## config.mk

```make
export PLATFORM = sky130hd
export DESIGN_NAME = csv_field_tokenizer_core
export DESIGN_NICKNAME = d
export VERILOG_FILES = /design/src/hdl/csvft_pkg.sv /design/src/hdl/csv_field_tokenizer_core.sv
export VERILOG_INCLUDE_DIRS = /design/src /design/src/hdl
export SDC_FILE = /design/constraint.sdc
export NUM_CORES = 1
export LEC_CHECK = 0
export ABC_CLOCK_PERIOD_IN_PS = 4600
export BUFFER_PORTS_ARGS = -buffer_cell sky130_fd_sc_hd__clkbuf_2
export CORE_UTILIZATION = 55
export DETAILED_ROUTE_END_ITERATION = 10
export MAX_ROUTING_LAYER = met4
export PLACE_DENSITY = 0.89
export SKIP_LAST_GASP = 1
export SYNTH_ARGS = -nofsm -noshare
export SYNTH_HDL_FRONTEND = slang
export SYNTH_SLANG_ARGS = --single-unit
```

## constraint.sdc

```tcl
create_clock -name clk -period 4.6 [get_ports clk]
set_clock_uncertainty 0.15 [all_clocks]
set_input_delay 0 -clock clk [delete_from_list [all_inputs] [get_ports clk]]
set_output_delay 0 -clock clk [all_outputs]
set_load 0.05 [all_outputs]
```

## src/hdl/csv_field_tokenizer_core_assert.svh

```systemverilog
// ----------------------------------------------------------------------------
// csv field tokenizer assertion macros
// shared concurrent assertion forms with an off switch
// ----------------------------------------------------------------------------
`ifndef CSV_FIELD_TOKENIZER_CORE_ASSERT_SVH
`define CSV_FIELD_TOKENIZER_CORE_ASSERT_SVH

`ifndef ASSERT_OFF
// same-cycle implication
`define CSVFT_ASSERT_NOW(lbl, clk, rst_n, ante, cons) \
	lbl: assert property (@(posedge clk) disable iff (!rst_n) (ante) |-> (cons)) \
		else $error("%m: same-cycle check failed");
// next-cycle implication
`define CSVFT_ASSERT_NEXT(lbl, clk, rst_n, ante, cons) \
	lbl: assert property (@(posedge clk) disable iff (!rst_n) (ante) |=> (cons)) \
		else $error("%m: next-cycle check failed");
`else
`define CSVFT_ASSERT_NOW(lbl, clk, rst_n, ante, cons)
`define CSVFT_ASSERT_NEXT(lbl, clk, rst_n, ante, cons)
`endif

`endif

```

## src/hdl/csvft_pkg.sv

```systemverilog
// ----------------------------------------------------------------------------
// csvft_pkg
// codes and reset values shared by the csv field tokenizer
// ----------------------------------------------------------------------------
package csvft_pkg;

	localparam int CHAR_W = 8;
	localparam int IDX_W  = 8;
	localparam int APB_AW = 3;
	localparam int APB_DW = 32;

	localparam logic [CHAR_W-1:0] DELIM_RESET = 8'd44;
	localparam logic [CHAR_W-1:0] QUOTE_RESET = 8'd34;
	localparam logic [IDX_W-1:0]  FIELD_MAX   = 8'hFF;

	localparam logic REG_DELIM = 1'b0;
	localparam logic REG_QUOTE = 1'b1;

	localparam logic ACT_CHAR = 1'b0;
	localparam logic ACT_EOL  = 1'b1;

	localparam logic KIND_CHAR = 1'b0;
	localparam logic KIND_END  = 1'b1;

	typedef struct packed {
		logic              kind;
		logic [CHAR_W-1:0] char_out;
		logic [IDX_W-1:0]  field_index;
		logic              last_field;
	} result_t;

endpackage

```

## src/hdl/csv_field_tokenizer_core.sv

```systemverilog
// ----------------------------------------------------------------------------
// csv_field_tokenizer_core
// splits a csv line into field characters and field ends, with quoting
// ----------------------------------------------------------------------------
//  channel | signals                                      | direction
//  input   | in_valid, in_stall, action, char_in          | item in
//  output  | out_valid, out_stall, kind, char_out,        | result out
//          | field_index, last_field                      |
//  config  | psel, penable, pwrite, paddr, pwdata, prdata | apb slave
//
// one beat accepted per cycle while in_stall is low; its result is registered
// the line state flops are the only loop, updated once per beat
// a two-deep output stage (result register and skid) keeps input open
// while one result waits; in_stall rises only when the skid is full
// reset clears line state and restores the comma and double quote
// ----------------------------------------------------------------------------
`include "csv_field_tokenizer_core_assert.svh"

module csv_field_tokenizer_core (
	input  logic                          clk,
	input  logic                          arst_n,
	input  logic                          in_valid,
	output logic                          in_stall,
	input  logic                          action,
	input  logic [csvft_pkg::CHAR_W-1:0]  char_in,
	output logic                          out_valid,
	input  logic                          out_stall,
	output logic                          kind,
	output logic [csvft_pkg::CHAR_W-1:0]  char_out,
	output logic [csvft_pkg::IDX_W-1:0]   field_index,
	output logic                          last_field,
	input  logic                          psel,
	input  logic                          penable,
	input  logic                          pwrite,
	input  logic [csvft_pkg::APB_AW-1:0]  paddr,
	input  logic [csvft_pkg::APB_DW-1:0]  pwdata,
	output logic [csvft_pkg::APB_DW-1:0]  prdata,
	output logic                          pready
);
	import csvft_pkg::*;

	logic [CHAR_W-1:0] delim_q;
	logic [CHAR_W-1:0] quote_q;

	logic             inside_q;
	logic             opened_q;
	logic             empty_q;
	logic             pending_q;
	logic [IDX_W-1:0] field_counter_q;

	logic             inside_nxt;
	logic             opened_nxt;
	logic             empty_nxt;
	logic             pending_nxt;
	logic [IDX_W-1:0] counter_nxt;

	logic    res_valid;
	result_t res;

	logic    out_valid_q;
	result_t out_q;
	logic    skid_valid_q;
	result_t skid_q;

	logic accept;
	logic cfg_wr;
	logic main_free;

	assign pready = 1'b1;
	assign cfg_wr = psel && penable && pwrite && pready;
	assign prdata = {{(APB_DW-CHAR_W){1'b0}}, (paddr[2] == REG_QUOTE) ? quote_q : delim_q};

	always_ff @(posedge clk or negedge arst_n) begin
		if (!arst_n) begin
			delim_q <= DELIM_RESET;
			quote_q <= QUOTE_RESET;
		end else if (cfg_wr) begin
			if (paddr[2] == REG_QUOTE) begin
				quote_q <= pwdata[CHAR_W-1:0];
			end else begin
				delim_q <= pwdata[CHAR_W-1:0];
			end
		end
	end

	assign in_stall = skid_valid_q;
	assign accept   = in_valid && !in_stall;

	always_comb begin
		logic iq;
		logic done;
		iq          = inside_q;
		done        = 1'b0;
		inside_nxt  = inside_q;
		opened_nxt  = opened_q;
		empty_nxt   = empty_q;
		pending_nxt = pending_q;
		counter_nxt = field_counter_q;
		res_valid         = 1'b0;
		res.kind          = KIND_CHAR;
		res.char_out      = char_in;
		res.field_index   = field_counter_q;
		res.last_field    = 1'b0;
		if (action == ACT_EOL) begin
			res_valid    = 1'b1;
			res.kind     = KIND_END;
			res.char_out = '0;
			res.last_field = 1'b1;
			inside_nxt   = 1'b0;
			opened_nxt   = 1'b0;
			empty_nxt    = 1'b1;
			pending_nxt  = 1'b0;
			counter_nxt  = '0;
		end else begin
			if (pending_q) begin
				pending_nxt = 1'b0;
				if (char_in == quote_q) begin
					empty_nxt = 1'b0;
					res_valid = 1'b1;
					done      = 1'b1;
				end else begin
					iq = 1'b0;
				end
			end
			inside_nxt = iq;
			if (!done) begin
				if (char_in == quote_q) begin
					if (!opened_q && empty_q) begin
						inside_nxt = 1'b1;
						opened_nxt = 1'b1;
					end else if (iq) begin
						pending_nxt = 1'b1;
					end else begin
						empty_nxt = 1'b0;
						res_valid = 1'b1;
					end
				end else if (char_in == delim_q && !iq) begin
					res_valid    = 1'b1;
					res.kind     = KIND_END;
					res.char_out = '0;
					if (field_counter_q != FIELD_MAX) begin
						counter_nxt = field_counter_q + {{(IDX_W-1){1'b0}}, 1'b1};
					end
					empty_nxt  = 1'b1;
					opened_nxt = 1'b0;
				end else begin
					empty_nxt = 1'b0;
					res_valid = 1'b1;
				end
			end
		end
	end

	always_ff @(posedge clk or negedge arst_n) begin
		if (!arst_n) begin
			inside_q        <= 1'b0;
			opened_q        <= 1'b0;
			empty_q         <= 1'b1;
			pending_q       <= 1'b0;
			field_counter_q <= '0;
		end else if (accept) begin
			inside_q        <= inside_nxt;
			opened_q        <= opened_nxt;
			empty_q         <= empty_nxt;
			pending_q       <= pending_nxt;
			field_counter_q <= counter_nxt;
		end
	end

	assign main_free = !out_valid_q || !out_stall;

	always_ff @(posedge clk or negedge arst_n) begin
		if (!arst_n) begin
			out_valid_q  <= 1'b0;
			skid_valid_q <= 1'b0;
		end else if (main_free) begin
			if (skid_valid_q) begin
				out_valid_q  <= 1'b1;
				skid_valid_q <= 1'b0;
			end else begin
				out_valid_q <= accept && res_valid;
			end
		end else if (accept && res_valid) begin
			skid_valid_q <= 1'b1;
		end
	end

	always_ff @(posedge clk) begin
		if (main_free) begin
			out_q <= skid_valid_q ? skid_q : res;
		end
		if (!main_free && accept && res_valid) begin
			skid_q <= res;
		end
	end

	assign out_valid   = out_valid_q;
	assign kind        = out_q.kind;
	assign char_out    = out_q.char_out;
	assign field_index = out_q.field_index;
	assign last_field  = out_q.last_field;

	`CSVFT_ASSERT_NOW(a_skid_behind_main, clk, arst_n, skid_valid_q, out_valid_q)
	`CSVFT_ASSERT_NOW(a_pending_in_quotes, clk, arst_n, pending_q, inside_q)
	`CSVFT_ASSERT_NOW(a_inside_opened, clk, arst_n, inside_q, opened_q)
	`CSVFT_ASSERT_NEXT(a_eol_clears, clk, arst_n, accept && action == ACT_EOL,
		field_counter_q == '0 && !inside_q && empty_q)
	`CSVFT_ASSERT_NEXT(a_skid_drains, clk, arst_n, skid_valid_q && !out_stall, !skid_valid_q)

endmodule
```

==> results of run 1 <==
worst paths after layout:
| kind | startpoint | end | slack, ns |
|---|---|---|---|
| min in group clk | pwrite | delim_q[0]$_DFFE_PN0P_ | 0.20 |
| setup reg to reg | in_stall$_DFFE_PN0P_ | field_counter_q[0]$_DFFE_PN0P_ | 1.88 |
| max in group asynchronous | arst_n | field_counter_q[4]$_DFFE_PN0P_ | 3.70 |
| setup / recovery | in_stall$_DFFE_PN0P_ | field_counter_q[0]$_DFFE_PN0P_ | 1.88 |
| hold / removal | arst_n | quote_q[4]$_DFFE_PN0P_ | 0.11 |
| hold reg to reg | skid_q[3]$_DFFE_PP_ | field_index[2]$_DFFE_PN_ | 0.38 |
power by group through the flow:
stage	Clock, mW	Sequential [mW]	Combinational, mW
after global placement	0	0.785	0.422
final	0.450	0.783	0.453
after floorplan	0	0.847	0.295
after detailed placement	0	0.791	0.434
after CTS	0.454	0.781	0.450
after global routing	0.479	0.794	0.479
cells in the final DEF, fill, tap and decap left out, types with 5 or more instances in the layout:
cell type / synthesis / final
inv_1: 5 / 5
o21ai_1: 8 / 8
dlygate4sd3_1: 0 / 19
nand2b_1: 10 / 10
clkbuf_8: 0 / 9
o21ai_0: 6 / 6
and2_1: 10 / 10
dfstp_2: 6 / 6
xor2_1: 7 / 7
nor3_1: 11 / 11
dfrtp_1: 24 / 24
mux2_2: 31 / 31
conb_1: 2 / 25
nand2_1: 21 / 21
edfxtp_1: 36 / 36
nor2_1: 5 / 5
xnor2_1: 9 / 9
clkbuf_2: 0 / 52
a221o_1: 5 / 5
cells by family (layout without fill, tap and decap cells):
kind of cell / count (synthesis) / in the layout / share of synthesized area (%)
AOI/OAI and AO/OA: 37 / 37 / 8.30
and+or+nand+nor: 80 / 80 / 13.9
adders and majority gates: 1 / 1 / 0.376
DFF: 66 / 66 / 55.2
muxes: 31 / 31 / 10.5
xor gates and xnor gates: 16 / 16 / 4.21
buffers and inverters: 39 / 95 / 7.29
other: 2 / 25 / 0.225
Yosys cell counts (3+ instances only):
cell type	count	area, um2
xor2_1	7	61.3
nor2_1	5	18.8
buf_4	25	188
o21ai_0	6	30.0
dfstp_2	6	158
o21ai_1	8	40.0
and2_1	10	62.6
clkbuf_1	5	18.8
nand2b_1	10	62.6
mux2_2	31	349
nand2_1	21	78.8
nor3_1	11	55.1
xnor2_1	9	78.8
edfxtp_1	36	1080
inv_1	5	18.8
dfrtp_1	24	601
a221o_1	5	50.1
nand3_1	3	15.0
o311a_1	4	40.0
nand4_1	4	25.0
layout make-up:
type                       instances  area share [%]
sequential                        66            46.7
multi-input combinational        190            34.0
timing repair buffer              73            11.8
clock buffer                      11            3.34
tap                               72            2.29
clock inverter                     5            1.21
inverter                           6           0.572
worst reg2reg max path, delay by kind of cell (launching register included):
| family | cells | cell delay, ns |
|---|---|---|
| AOI/OAI and AO/OA | 2 | 0.49 |
| buffers and inverters | 1 | 0.25 |
| DFF | 1 | 0.74 |
| and+or+nand+nor | 3 | 1.03 |
state kept, by name (all words and copies together) (netlist names), 8 cells and up:
register,cells
skid_q,18
field_index,8
field_counter_q,8
char_out,8
quote_q,8
delim_q,8
per-stage QoR:
step	utilization [%]	cell area [um2]	cells	worst slack, ns	hold slack, ns
floorplan	-	3420	295	1.38	-0.446
global placement	62.9	3570	388	2.07	-0.0591
detailed placement	62.9	3570	388	2.00	-0.0462
CTS	69.4	3940	423	1.93	0.129
global route	69.4	3940	423	1.75	0.173
finish	69.4	3940	423	1.88	0.111
routing by layer:
metal	wire length (um)	global-route usage (%)
met1	2800	29.3
met2	3440	38.8
met3	389	5.26
met4	199	12.9
met5	0	-
what timing repair did:
action                    in CTS  in global routing
hold buffers                  19                  0
hold endpoints to repair      61                  0
setup buffers                  0                  0
==> metrics.txt, run 1 <==
result of the run finished clean; all-layer global routing usage 24.4%; Die Y-Extent roughly 80 um; source-to-sink clock delay at the later pin of the worst-skew pair about 0.34 ns; critical path capture point type flip-flop; first-pass GRT wire length between 10000 and 15000 um; power density relative to cell area 428 nW/um2; via count 2384; power share of the combinational group between 20% and 30%; clock buffer count from CTS 9; nets 398; TritonCTS clock tree yes; clock sinks 66; crit-path cells nor2b_1 -> o31ai_1 -> buf_4 -> or3_1 -> nor3_1 -> a311o_1; Crit Path Max Fanout 33; relative slew slack 32.1%; post-detailed-route via-to-cell ratio approximately 5.6; HPWL after detailed placement 4460 um; number of enable flip-flop cells after synthesis 36; Fill cells around 390; number of slew-limit violations in the final report 0; detailed-route DRC error count 0; via count of the first global-routing pass roughly 2300; sequential cell fraction of total power a little under half; reported max-cap violation count 0; initial antenna violation count 0; number of DRC markers after the initial detailed-route iteration 272; data arrival time of the critical path 2.85 ns; area inside the core boundary between 5000 and 6000 um2; Slowest cell on crit path dfrtp_1; # setup viols final 0; kind of launch point of the worst setup path flip-flop; die area approximately 6400 um2; CTS clock-pin slew for the worst setup and hold paths roughly 0.070 ns; area used by sequential logic in the layout roughly 1800 um2; buffer cell driving the clock tree root clkbuf_8; fraction of synthesis flops using an asynchronous set or reset pin between 40% and 50%; internal power summed over all cells approximately 1.1 mW; htree depth 3; transition time at the pin with the least slew margin between 1 and 1.5 ns; instance count of the mapped netlist about 270; multi-input logic area around 1300 um2; share of total power consumed by net switching 34.4%; Hold/Removal Path Class input port to async pin; highest attainable clock frequency approximately 0.37 GHz; CTS resizes 0; yosys synthesis warning count 0; number of detailed-routing iterations run before antenna repair 7; power dissipated by switching net loads 0.580 mW; overall die width 79.8 um; setup TNS 0 ns; Static Leak roughly 1.6 nW; buffer levels on the longest clock path 2; Remaining Overflow, GRT 0; delay-heaviest family, CP simple AND/OR/NAND/NOR gates; routability cong. slightly below 0.9; I/O Pins between 100 and 150; critical path class flip-flop to flip-flop; final hold violations 0; endpoint required time on the critical path 4.73 ns; instance count on the critical path 6; post-synthesis average cell area about 12 um2; synth-to-layout area growth 18.2%; initial cell density of the core 58.7%; average detailed-routed wire length per instance roughly 16 um; ratio of final minimum period to clock period approximately 60%; minimum period implied by the final worst setup slack around 2.7 ns; std cell rows 27; RSZ-0062 raised after global routing no; portion of total power attributed to the clock network a little over a quarter; sum of internal, switching and leakage power approximately 1.7 mW; sum of routed wire length over all layers slightly below 7000 um; largest net degree at the start of global routing 34; Port Buf Inserts 52; delay contributed by the slowest stage of the critical path between 0.7 and 0.8 ns; antenna fix cells 0; sequential element share of the synthesized area approximately 55%; buffering stage count on the worst path with inverters included 1; dominant register cell in the synthesized netlist edfxtp_1; number of nets still failing antenna checks after routing 0; depth of the most critical reg-to-reg path 6; library cells used by synthesis between 40 and 50; worst-case vdd ir drop 0.000242 V; fraction of final layout cells sized beyond drive strength 1 roughly a third; Yosys reg bits between 60 and 70; area of the mapped netlist 3330 um2
(Power assumes the default switching activity.)
==> run 2, diff against run 1 <==
Settings changed: ABC_AREA set to 1, ABC_CLOCK_PERIOD_IN_PS 4600 to 2760, CORE_UTILIZATION 55 to 51, PLACE_DENSITY 0.89 to 0.84.
Clock period 4.6 ns to 2.76 ns, I/O delays scaled along.
==> metrics.txt, run 2 <==
result of the run finished clean (unchanged); nets 511 (was 398); sequential cell fraction of total power 42.6% (was 46.4%); post-synthesis average cell area 8.75 um2 (was 12.2 um2); area inside the core boundary 6390 um2 (was 5680 um2); slack of the worst reg-to-reg path 0.58 ns (was 1.88 ns); all-layer global routing usage 21.0% (was 24.4%); RSZ-0062 raised after global routing no (unchanged); relative slew slack 46.6% (was 32.1%); worst-case vdd ir drop 0.000570 V (was 0.000242 V); Most Frequent Cell on Critical Path inv_1; setup fix buffers added after clock tree synthesis 0 (unchanged); number of cells in the design after placement 506 (was 388); worst reg2reg startpoint in_stall$_DFFE_PN0P_ (unchanged); average detailed-routed wire length per instance 12.5 um (was 16.1 um); overall die width 83.4 um (was 79.8 um); number of DRC markers after the initial detailed-route iteration 233 (was 272); top library cells by usage in the layout, fill and taps aside nand2_1 (122), clkbuf_2 (52), inv_1 (42), edfxtp_1 (36), nor2_1 (33) (was clkbuf_2 (52), edfxtp_1 (36), mux2_2 (31), conb_1 (25), dfrtp_1 (24)); final hold violations 0 (unchanged); Final Instance Count excl. Fillers 541 (was 423); Static Leak 1.99 nW (was 1.62 nW); htree depth 3 (unchanged); clock sinks 66 (unchanged); internal power summed over all cells 1.96 mW (was 1.11 mW); Crit Path Max Fanout 18 (was 33); Die Y-Extent 83.4 um (was 79.8 um); via count 2720 (was 2384); source-to-sink clock delay at the later pin of the worst-skew pair 0.35 ns (was 0.34 ns); RR Endpoint skid_q[15]$_DFFE_PP_ (was field_counter_q[0]$_DFFE_PN0P_); data arrival time of the critical path 2.01 ns (was 2.85 ns); number of hold-repair buffers added at the cts stage 19 (unchanged); most instantiated library cell after synthesis nand2_1 (was edfxtp_1); fraction of synthesis flops using an asynchronous set or reset pin 45.5% (unchanged); sequential element share of the synthesized area 54.5% (was 55.2%); Yosys reg bits 66 (unchanged); TritonCTS clock tree yes (unchanged); library cells used by synthesis 28 (was 49); # setup viols final 0 (unchanged); buffer cell driving the clock tree root clkbuf_8 (unchanged); yosys synthesis warning count 0 (unchanged); transition time at the pin with the least slew margin 0.799 ns (was 1.01 ns); depth of the most critical reg-to-reg path 5 (was 6); dominant register cell in the synthesized netlist edfxtp_1 (unchanged); met2 usage in global routing 32.9% (was 38.8%); routability cong. 0.886 (was 0.872); number of detailed-routing iterations run before antenna repair 4 (was 7); GR Util met1 25.9% (was 29.3%); number of nets still failing antenna checks after routing 0 (unchanged); source of the critical timing path in_stall$_DFFE_PN0P_ (unchanged); detailed-route DRC error count 0 (unchanged); delay contributed by the slowest stage of the critical path 0.50 ns (was 0.74 ns); instance count of the mapped netlist 386 (was 272); max FFs per register 18 (unchanged); post-detailed-route via-to-cell ratio 5.03 (was 5.64); endpoint required time on the critical path 2.59 ns (was 4.73 ns); kind of launch point of the worst setup path flip-flop (unchanged); fraction of final layout cells sized beyond drive strength 1 17.9% (was 31.3%); buffer levels on the longest clock path 2 (unchanged); share of total power consumed by net switching 34.0% (was 34.4%); initial cell density of the core 52.9% (was 58.7%); critical path class flip-flop to flip-flop (unchanged); met3 layer usage reported by global route 3.88% (was 5.26%); fraction of the core area covered by cells at the end of the flow 63.2% (was 69.4%); Port Buf Inserts 52 (unchanged); worst setup timing slack at the placement stage 0.628 ns (was 2.00 ns); synth-to-layout area growth 19.5% (was 18.2%); finished layout cell area 4030 um2 (was 3940 um2); largest net degree at the start of global routing 31 (was 34); Hold/Removal Path Class input port to flip-flop (was input port to async pin); register ranked first by flip-flop count skid_q (unchanged); portion of total power attributed to the clock network 33.8% (was 26.7%); via count of the first global-routing pass 2511 (was 2273); die area 6950 um2 (was 6370 um2); crit-path cells inv_1 -> nand2_1 -> clkinv_1 -> nand4_1 -> inv_1 (was nor2b_1 -> o31ai_1 -> buf_4 -> or3_1 -> nor3_1 -> a311o_1); initial antenna violation count 0 (unchanged); ratio of final minimum period to clock period 79.0% (was 59.2%); clock buffer count from CTS 9 (unchanged); HPWL after detailed placement 4730 um (was 4460 um); Remaining Overflow, GRT 0 (unchanged); placed cell area 3590 um2 (was 3570 um2); number of enable flip-flop cells after synthesis 36 (unchanged); Fill cells 494 (was 385); setup TNS 0 ns (unchanged); most heavily used metal layer in global routing met2 (unchanged); share of the synthesized area in the top cell type 32.0% (was 32.5%); number of slew-limit violations in the final report 0 (unchanged); Post-synth top cells nand2_1 (122), inv_1 (42), edfxtp_1 (36) (was edfxtp_1 (36), mux2_2 (31), buf_4 (25)); antenna fix cells 0 (unchanged); most common cell after layout, fill and taps aside nand2_1 (was clkbuf_2); first-pass GRT wire length 11200 um (was 11100 um); reported max-cap violation count 0 (unchanged); std cell rows 29 (was 27); Slowest cell on crit path inv_1 (was dfrtp_1); I/O Pins 104 (unchanged); ranking of synthesized cells by area edfxtp_1 (32%), dfrtp_1 (18%), nand2_1 (14%) (was edfxtp_1 (32%), dfrtp_1 (18%), mux2_2 (10%)); Worst Setup Slack, final 0.579 ns (was 1.88 ns); sum of routed wire length over all layers 6750 um (was 6830 um); power share of the combinational group 23.6% (was 26.9%); highest attainable clock frequency 0.459 GHz (was 0.367 GHz); area of the mapped netlist 3380 um2 (was 3330 um2); critical path capture point type flip-flop (unchanged); CTS resizes 0 (unchanged); end point of the critical path skid_q[15]$_DFFE_PP_ (was field_counter_q[0]$_DFFE_PN0P_); minimum period implied by the final worst setup slack 2.18 ns (was 2.72 ns); power density relative to cell area 735 nW/um2 (was 428 nW/um2); CTS clock-pin slew for the worst setup and hold paths 0.08 ns (was 0.07 ns); library cell occupying the most area in the post-synthesis netlist edfxtp_1 (unchanged); power dissipated by switching net loads 1.01 mW (was 0.580 mW)
run 2: cell count changes after synthesis, sizes merged, moves of 10 or more:
cell	delta
nand2b	-10
nor2	+29
and2	-10
nand3	+16
nand2	+103
o21ai	+17
mux2	-31
inv	+38
run 2: worst min path at each step:
stage,to,start,cells after the start
6_report,quote_q[5]$_DFFE_PN1P_,paddr[2],3
5_1_grt,quote_q[5]$_DFFE_PN1P_,paddr[2],3
4_1_cts,quote_q[5]$_DFFE_PN1P_,paddr[2],3
3_5_place_dp,field_counter_q[2]$_DFFE_PN0P_,arst_n,1
3_3_place_gp,field_counter_q[6]$_DFFE_PN0P_,arst_n,1
2_1_floorplan,delim_q[0]$_DFFE_PN0P_,arst_n,0
run 2: layout make-up:
type | instances | area (um2) | area share (%)
Inverter | 46 | 173 | 4.28
Sequential cell | 66 | 1840 | 45.6
Clock buffer | 9 | 124 | 3.07
Timing Repair Buffer | 72 | 458 | 11.4
Multi-Input combinational cell | 264 | 1220 | 30.2
Clock inverter | 7 | 125 | 3.10
Tap cell | 77 | 96.3 | 2.39
run 2: per-stage QoR:
stage	hold slack (ns)	power, mW
floorplan	-0.446	1.82
global placement	-0.0741	1.93
detailed placement	-0.0540	1.96
CTS	0.0949	2.97
global route	0.169	3.10
finish	0.109	2.97
run 2: worst max-delay path: cells and delay by family (launching register included):
kind	cells	cell delay, ns
buffers and inverters	3	0.96
and+or+nand+nor	2	0.30
DFF	1	0.39
run 2: cells by family (layout without fill, tap and decap cells):
group | after synthesis | after routing | share of synthesized area (%)
buffers and inverters | 79 | 134 | 12.0
flip-flops | 66 | 66 | 54.5
XOR/XNOR | 12 | 12 | 3.11
adder cells (fa/ha/maj) | 1 | 1 | 0.370
AO/OA/AOI/OAI | 41 | 41 | 7.52
AND/OR/NAND/NOR | 185 | 185 | 22.3
other | 2 | 25 | 0.222
run 2: routing by layer:
metal,up-vias,share of wire [%]
met2,117,48
met4,0,3.5
met1,1235,44
met3,34,5.1
met5,-,0
li1,1334,-
run 2: power by group through the flow:
stage	combinational, mW	sequential (mW)	clock (mW)
after floorplan	0.416	1.41	0
after global placement	0.656	1.27	0
after detailed placement	0.676	1.28	0
after CTS	0.699	1.26	1.01
after global routing	0.758	1.28	1.06
final	0.701	1.26	1.00
==> run 3, diff against run 2 <==
Settings changed: ABC_AREA 1 to 0, ABC_CLOCK_PERIOD_IN_PS 2760 to 1900, CORE_UTILIZATION 51 to 46, PLACE_DENSITY 0.84 to 0.8.
Clock period 2.76 ns to 1.9 ns, I/O delays scaled along.
==> metrics.txt, run 3 (synthesized netlist as in run 1, its figures left out) <==
TritonCTS clock tree yes (unchanged); Min-Delay Path Depth 4 (was 3); sum of routed wire length over all layers 8920 um (was 6750 um); RR Endpoint kind$_DFFE_PN_ (was skid_q[15]$_DFFE_PP_); number of nets still failing antenna checks after routing 0 (unchanged); fraction of final layout cells sized beyond drive strength 1 48.9% (was 17.9%); average detailed-routed wire length per instance 17.7 um (was 12.5 um); delay-heaviest family, CP simple AND/OR/NAND/NOR gates (was buffers and inverters); result of the run finished, violations left (was finished clean); worst reg2reg startpoint quote_q[3]$_DFFE_PN0P_ (was in_stall$_DFFE_PN0P_); initial antenna violation count 0 (unchanged); Port Buf Inserts 52 (unchanged); finished layout cell area 4640 um2 (was 4030 um2); buffer cell driving the clock tree root clkbuf_8 (unchanged); Worst Setup Slack, final -0.314 ns (was 0.579 ns); depth of the most critical reg-to-reg path 7 (was 5); endpoint required time on the critical path 1.85 ns (was 2.59 ns); via count of the first global-routing pass 2694 (was 2511); number of DRC markers after the initial detailed-route iteration 273 (was 233); RSZ-0062 raised after global routing yes (was no); Slowest cell on crit path dfrtp_1 (was inv_1); transition time at the pin with the least slew margin 0.528 ns (was 0.799 ns); Die Y-Extent 87.1 um (was 83.4 um); antenna fix cells 0 (unchanged); kind of launch point of the worst setup path flip-flop (unchanged); detailed-route DRC error count 0 (unchanged); buffer levels on the longest clock path 2 (unchanged); source-to-sink clock delay at the later pin of the worst-skew pair 0.34 ns (was 0.35 ns); delay contributed by the slowest stage of the critical path 0.41 ns (was 0.50 ns); met2 usage in global routing 39.7% (was 32.9%); max FFs per register 18 (unchanged); Hold/Removal Path Class input port to flip-flop (unchanged); Hold Crit Start out_stall (was paddr[2]); GR Util met1 27.6% (was 25.9%); register ranked first by flip-flop count skid_q (unchanged); buffering stage count on the worst path with inverters included 2 (was 3); multi-input logic area 1520 um2 (was 1220 um2); ratio of final minimum period to clock period 117% (was 79.0%); Fill cells 504 (was 494); final worst hold slack 0.0223 ns (was 0.109 ns); critical path class flip-flop to flip-flop (unchanged); nets 456 (was 511); # setup viols final 50 (was 0); hold worst-path end out_valid$_DFFE_PN0N_ (was quote_q[5]$_DFFE_PN1P_); Crit Path Max Fanout 4 (was 18); initial cell density of the core 48.2% (was 52.9%); highest attainable clock frequency 0.452 GHz (was 0.459 GHz); power density relative to cell area 937 nW/um2 (was 735 nW/um2); all-layer global routing usage 23.7% (was 21.0%); number of detailed-routing iterations run before antenna repair 5 (was 4); largest net degree at the start of global routing 32 (was 31); most heavily used metal layer in global routing met2 (unchanged); worst setup timing slack at the placement stage -0.294 ns (was 0.628 ns); met3 layer usage reported by global route 5.40% (was 3.88%); clock buffer count from CTS 9 (unchanged); critical path capture point type flip-flop (unchanged); sum of internal, switching and leakage power 4.35 mW (was 2.97 mW); final hold violations 0 (unchanged); violated checks negative setup slack; synth-to-layout area growth 39.2% (was 19.5%); clock sinks 66 (unchanged); htree depth 3 (unchanged); Remaining Overflow, GRT 0 (unchanged); data arrival time of the critical path 2.16 ns (was 2.01 ns); die area 7580 um2 (was 6950 um2); Static Leak 1.98 nW (was 1.99 nW); top library cells by usage in the layout, fill and taps aside clkbuf_2 (52), buf_4 (49), edfxtp_1 (36), mux2_2 (31), conb_1 (25) (was nand2_1 (122), clkbuf_2 (52), inv_1 (42), edfxtp_1 (36), nor2_1 (33)); overall die width 87.1 um (was 83.4 um); first-pass GRT wire length 13000 um (was 11200 um); I/O Pins 104 (unchanged); relative slew slack 64.8% (was 46.6%); area inside the core boundary 6910 um2 (was 6390 um2); number of slew-limit violations in the final report 0 (unchanged); HPWL after detailed placement 5170 um (was 4730 um); via count 2675 (was 2720); post-detailed-route via-to-cell ratio 5.30 (was 5.03); most common cell after layout, fill and taps aside clkbuf_2 (was nand2_1); std cell rows 30 (was 29); crit-path cells xnor2_1 -> nand4_1 -> buf_4 -> or2_4 -> a21oi_4 -> inv_2 -> mux2_2 (was inv_1 -> nand2_1 -> clkinv_1 -> nand4_1 -> inv_1); CTS clock-pin slew for the worst setup and hold paths 0.07 ns (was 0.08 ns); worst-case vdd ir drop 0.000628 V (was 0.000570 V); setup TNS -12.29 ns (was 0 ns); placed cell area 3980 um2 (was 3590 um2); slack of the worst reg-to-reg path -0.31 ns (was 0.58 ns); routability cong. 0.956 (was 0.886); reported max-cap violation count 0 (unchanged); minimum period implied by the final worst setup slack 2.21 ns (was 2.18 ns); area used by sequential logic in the layout 1840 um2 (about the same)
## run 3: per-layer routing
metal,wire (um),part of all wire [%],vias to the layer above
li1,-,-,1210
met1,3540,40,1309
met2,4700,53,136
met3,507,5.7,20
met4,167,1.9,0
met5,0,0,-
## run 3: cell type report
class | count | area share [%]
clock buffer | 12 | 3.13
clock inverter | 4 | 0.405
inverter | 6 | 0.486
timing repair buffer | 131 | 20.9
sequential | 66 | 39.7
tap | 96 | 2.59
multi-input combinational | 190 | 32.8
## run 3: worst reg2reg max path, cell delays in order (launching register included)
cell and delay, ns:
dfrtp_1 0.41, xnor2_1 0.26, nand4_1 0.20, buf_4 0.18
or2_4 0.24, a21oi_4 0.17, inv_2 0.09, mux2_2 0.26
## run 3: metrics by stage
step	util, %	std cells
6_report	67.1	505
5_1_grt	67.1	505
4_1_cts	65.5	503
3_5_place_dp	57.7	459
3_3_place_gp	57.7	459
2_1_floorplan	-	295
## run 3: how the worst max path moves through the flow
| stage | from | endpoint | slack (ns) | depth (start not counted) |
|---|---|---|---|---|
| final | quote_q[3]$_DFFE_PN0P_ | kind$_DFFE_PN_ | -0.31 | 7 |
| after global routing | quote_q[3]$_DFFE_PN0P_ | kind$_DFFE_PN_ | -0.39 | 7 |
| after CTS | quote_q[5]$_DFFE_PN1P_ | skid_q[11]$_DFFE_PP_ | -0.18 | 5 |
| after detailed placement | quote_q[5]$_DFFE_PN1P_ | skid_q[3]$_DFFE_PP_ | -0.29 | 4 |
| after global placement | quote_q[5]$_DFFE_PN1P_ | skid_q[3]$_DFFE_PP_ | -0.18 | 4 |
| after floorplan | quote_q[5]$_DFFE_PN1P_ | kind$_DFFE_PN_ | -0.07 | 6 |
## run 3: report_power, final
group / leakage [nW] / switching (mW) / internal (mW)
logic: 1.17 / 0.917 / 0.558
registers: 0.720 / 0.115 / 1.73
clock network: 0.0876 / 0.523 / 0.499
## run 3: timing repair
| item | CTS | global route |
|---|---|---|
| hold buffers | 19 | 0 |
| gates resized for setup | 24 | 20 |
| setup buffers | 7 | 3 |
| cloned | 2 | 0 |
| endpoints found under the hold margin | 63 | 0 |
| pin swaps | 17 | 9 |
| setup endpoints to repair | 46 | 50 |
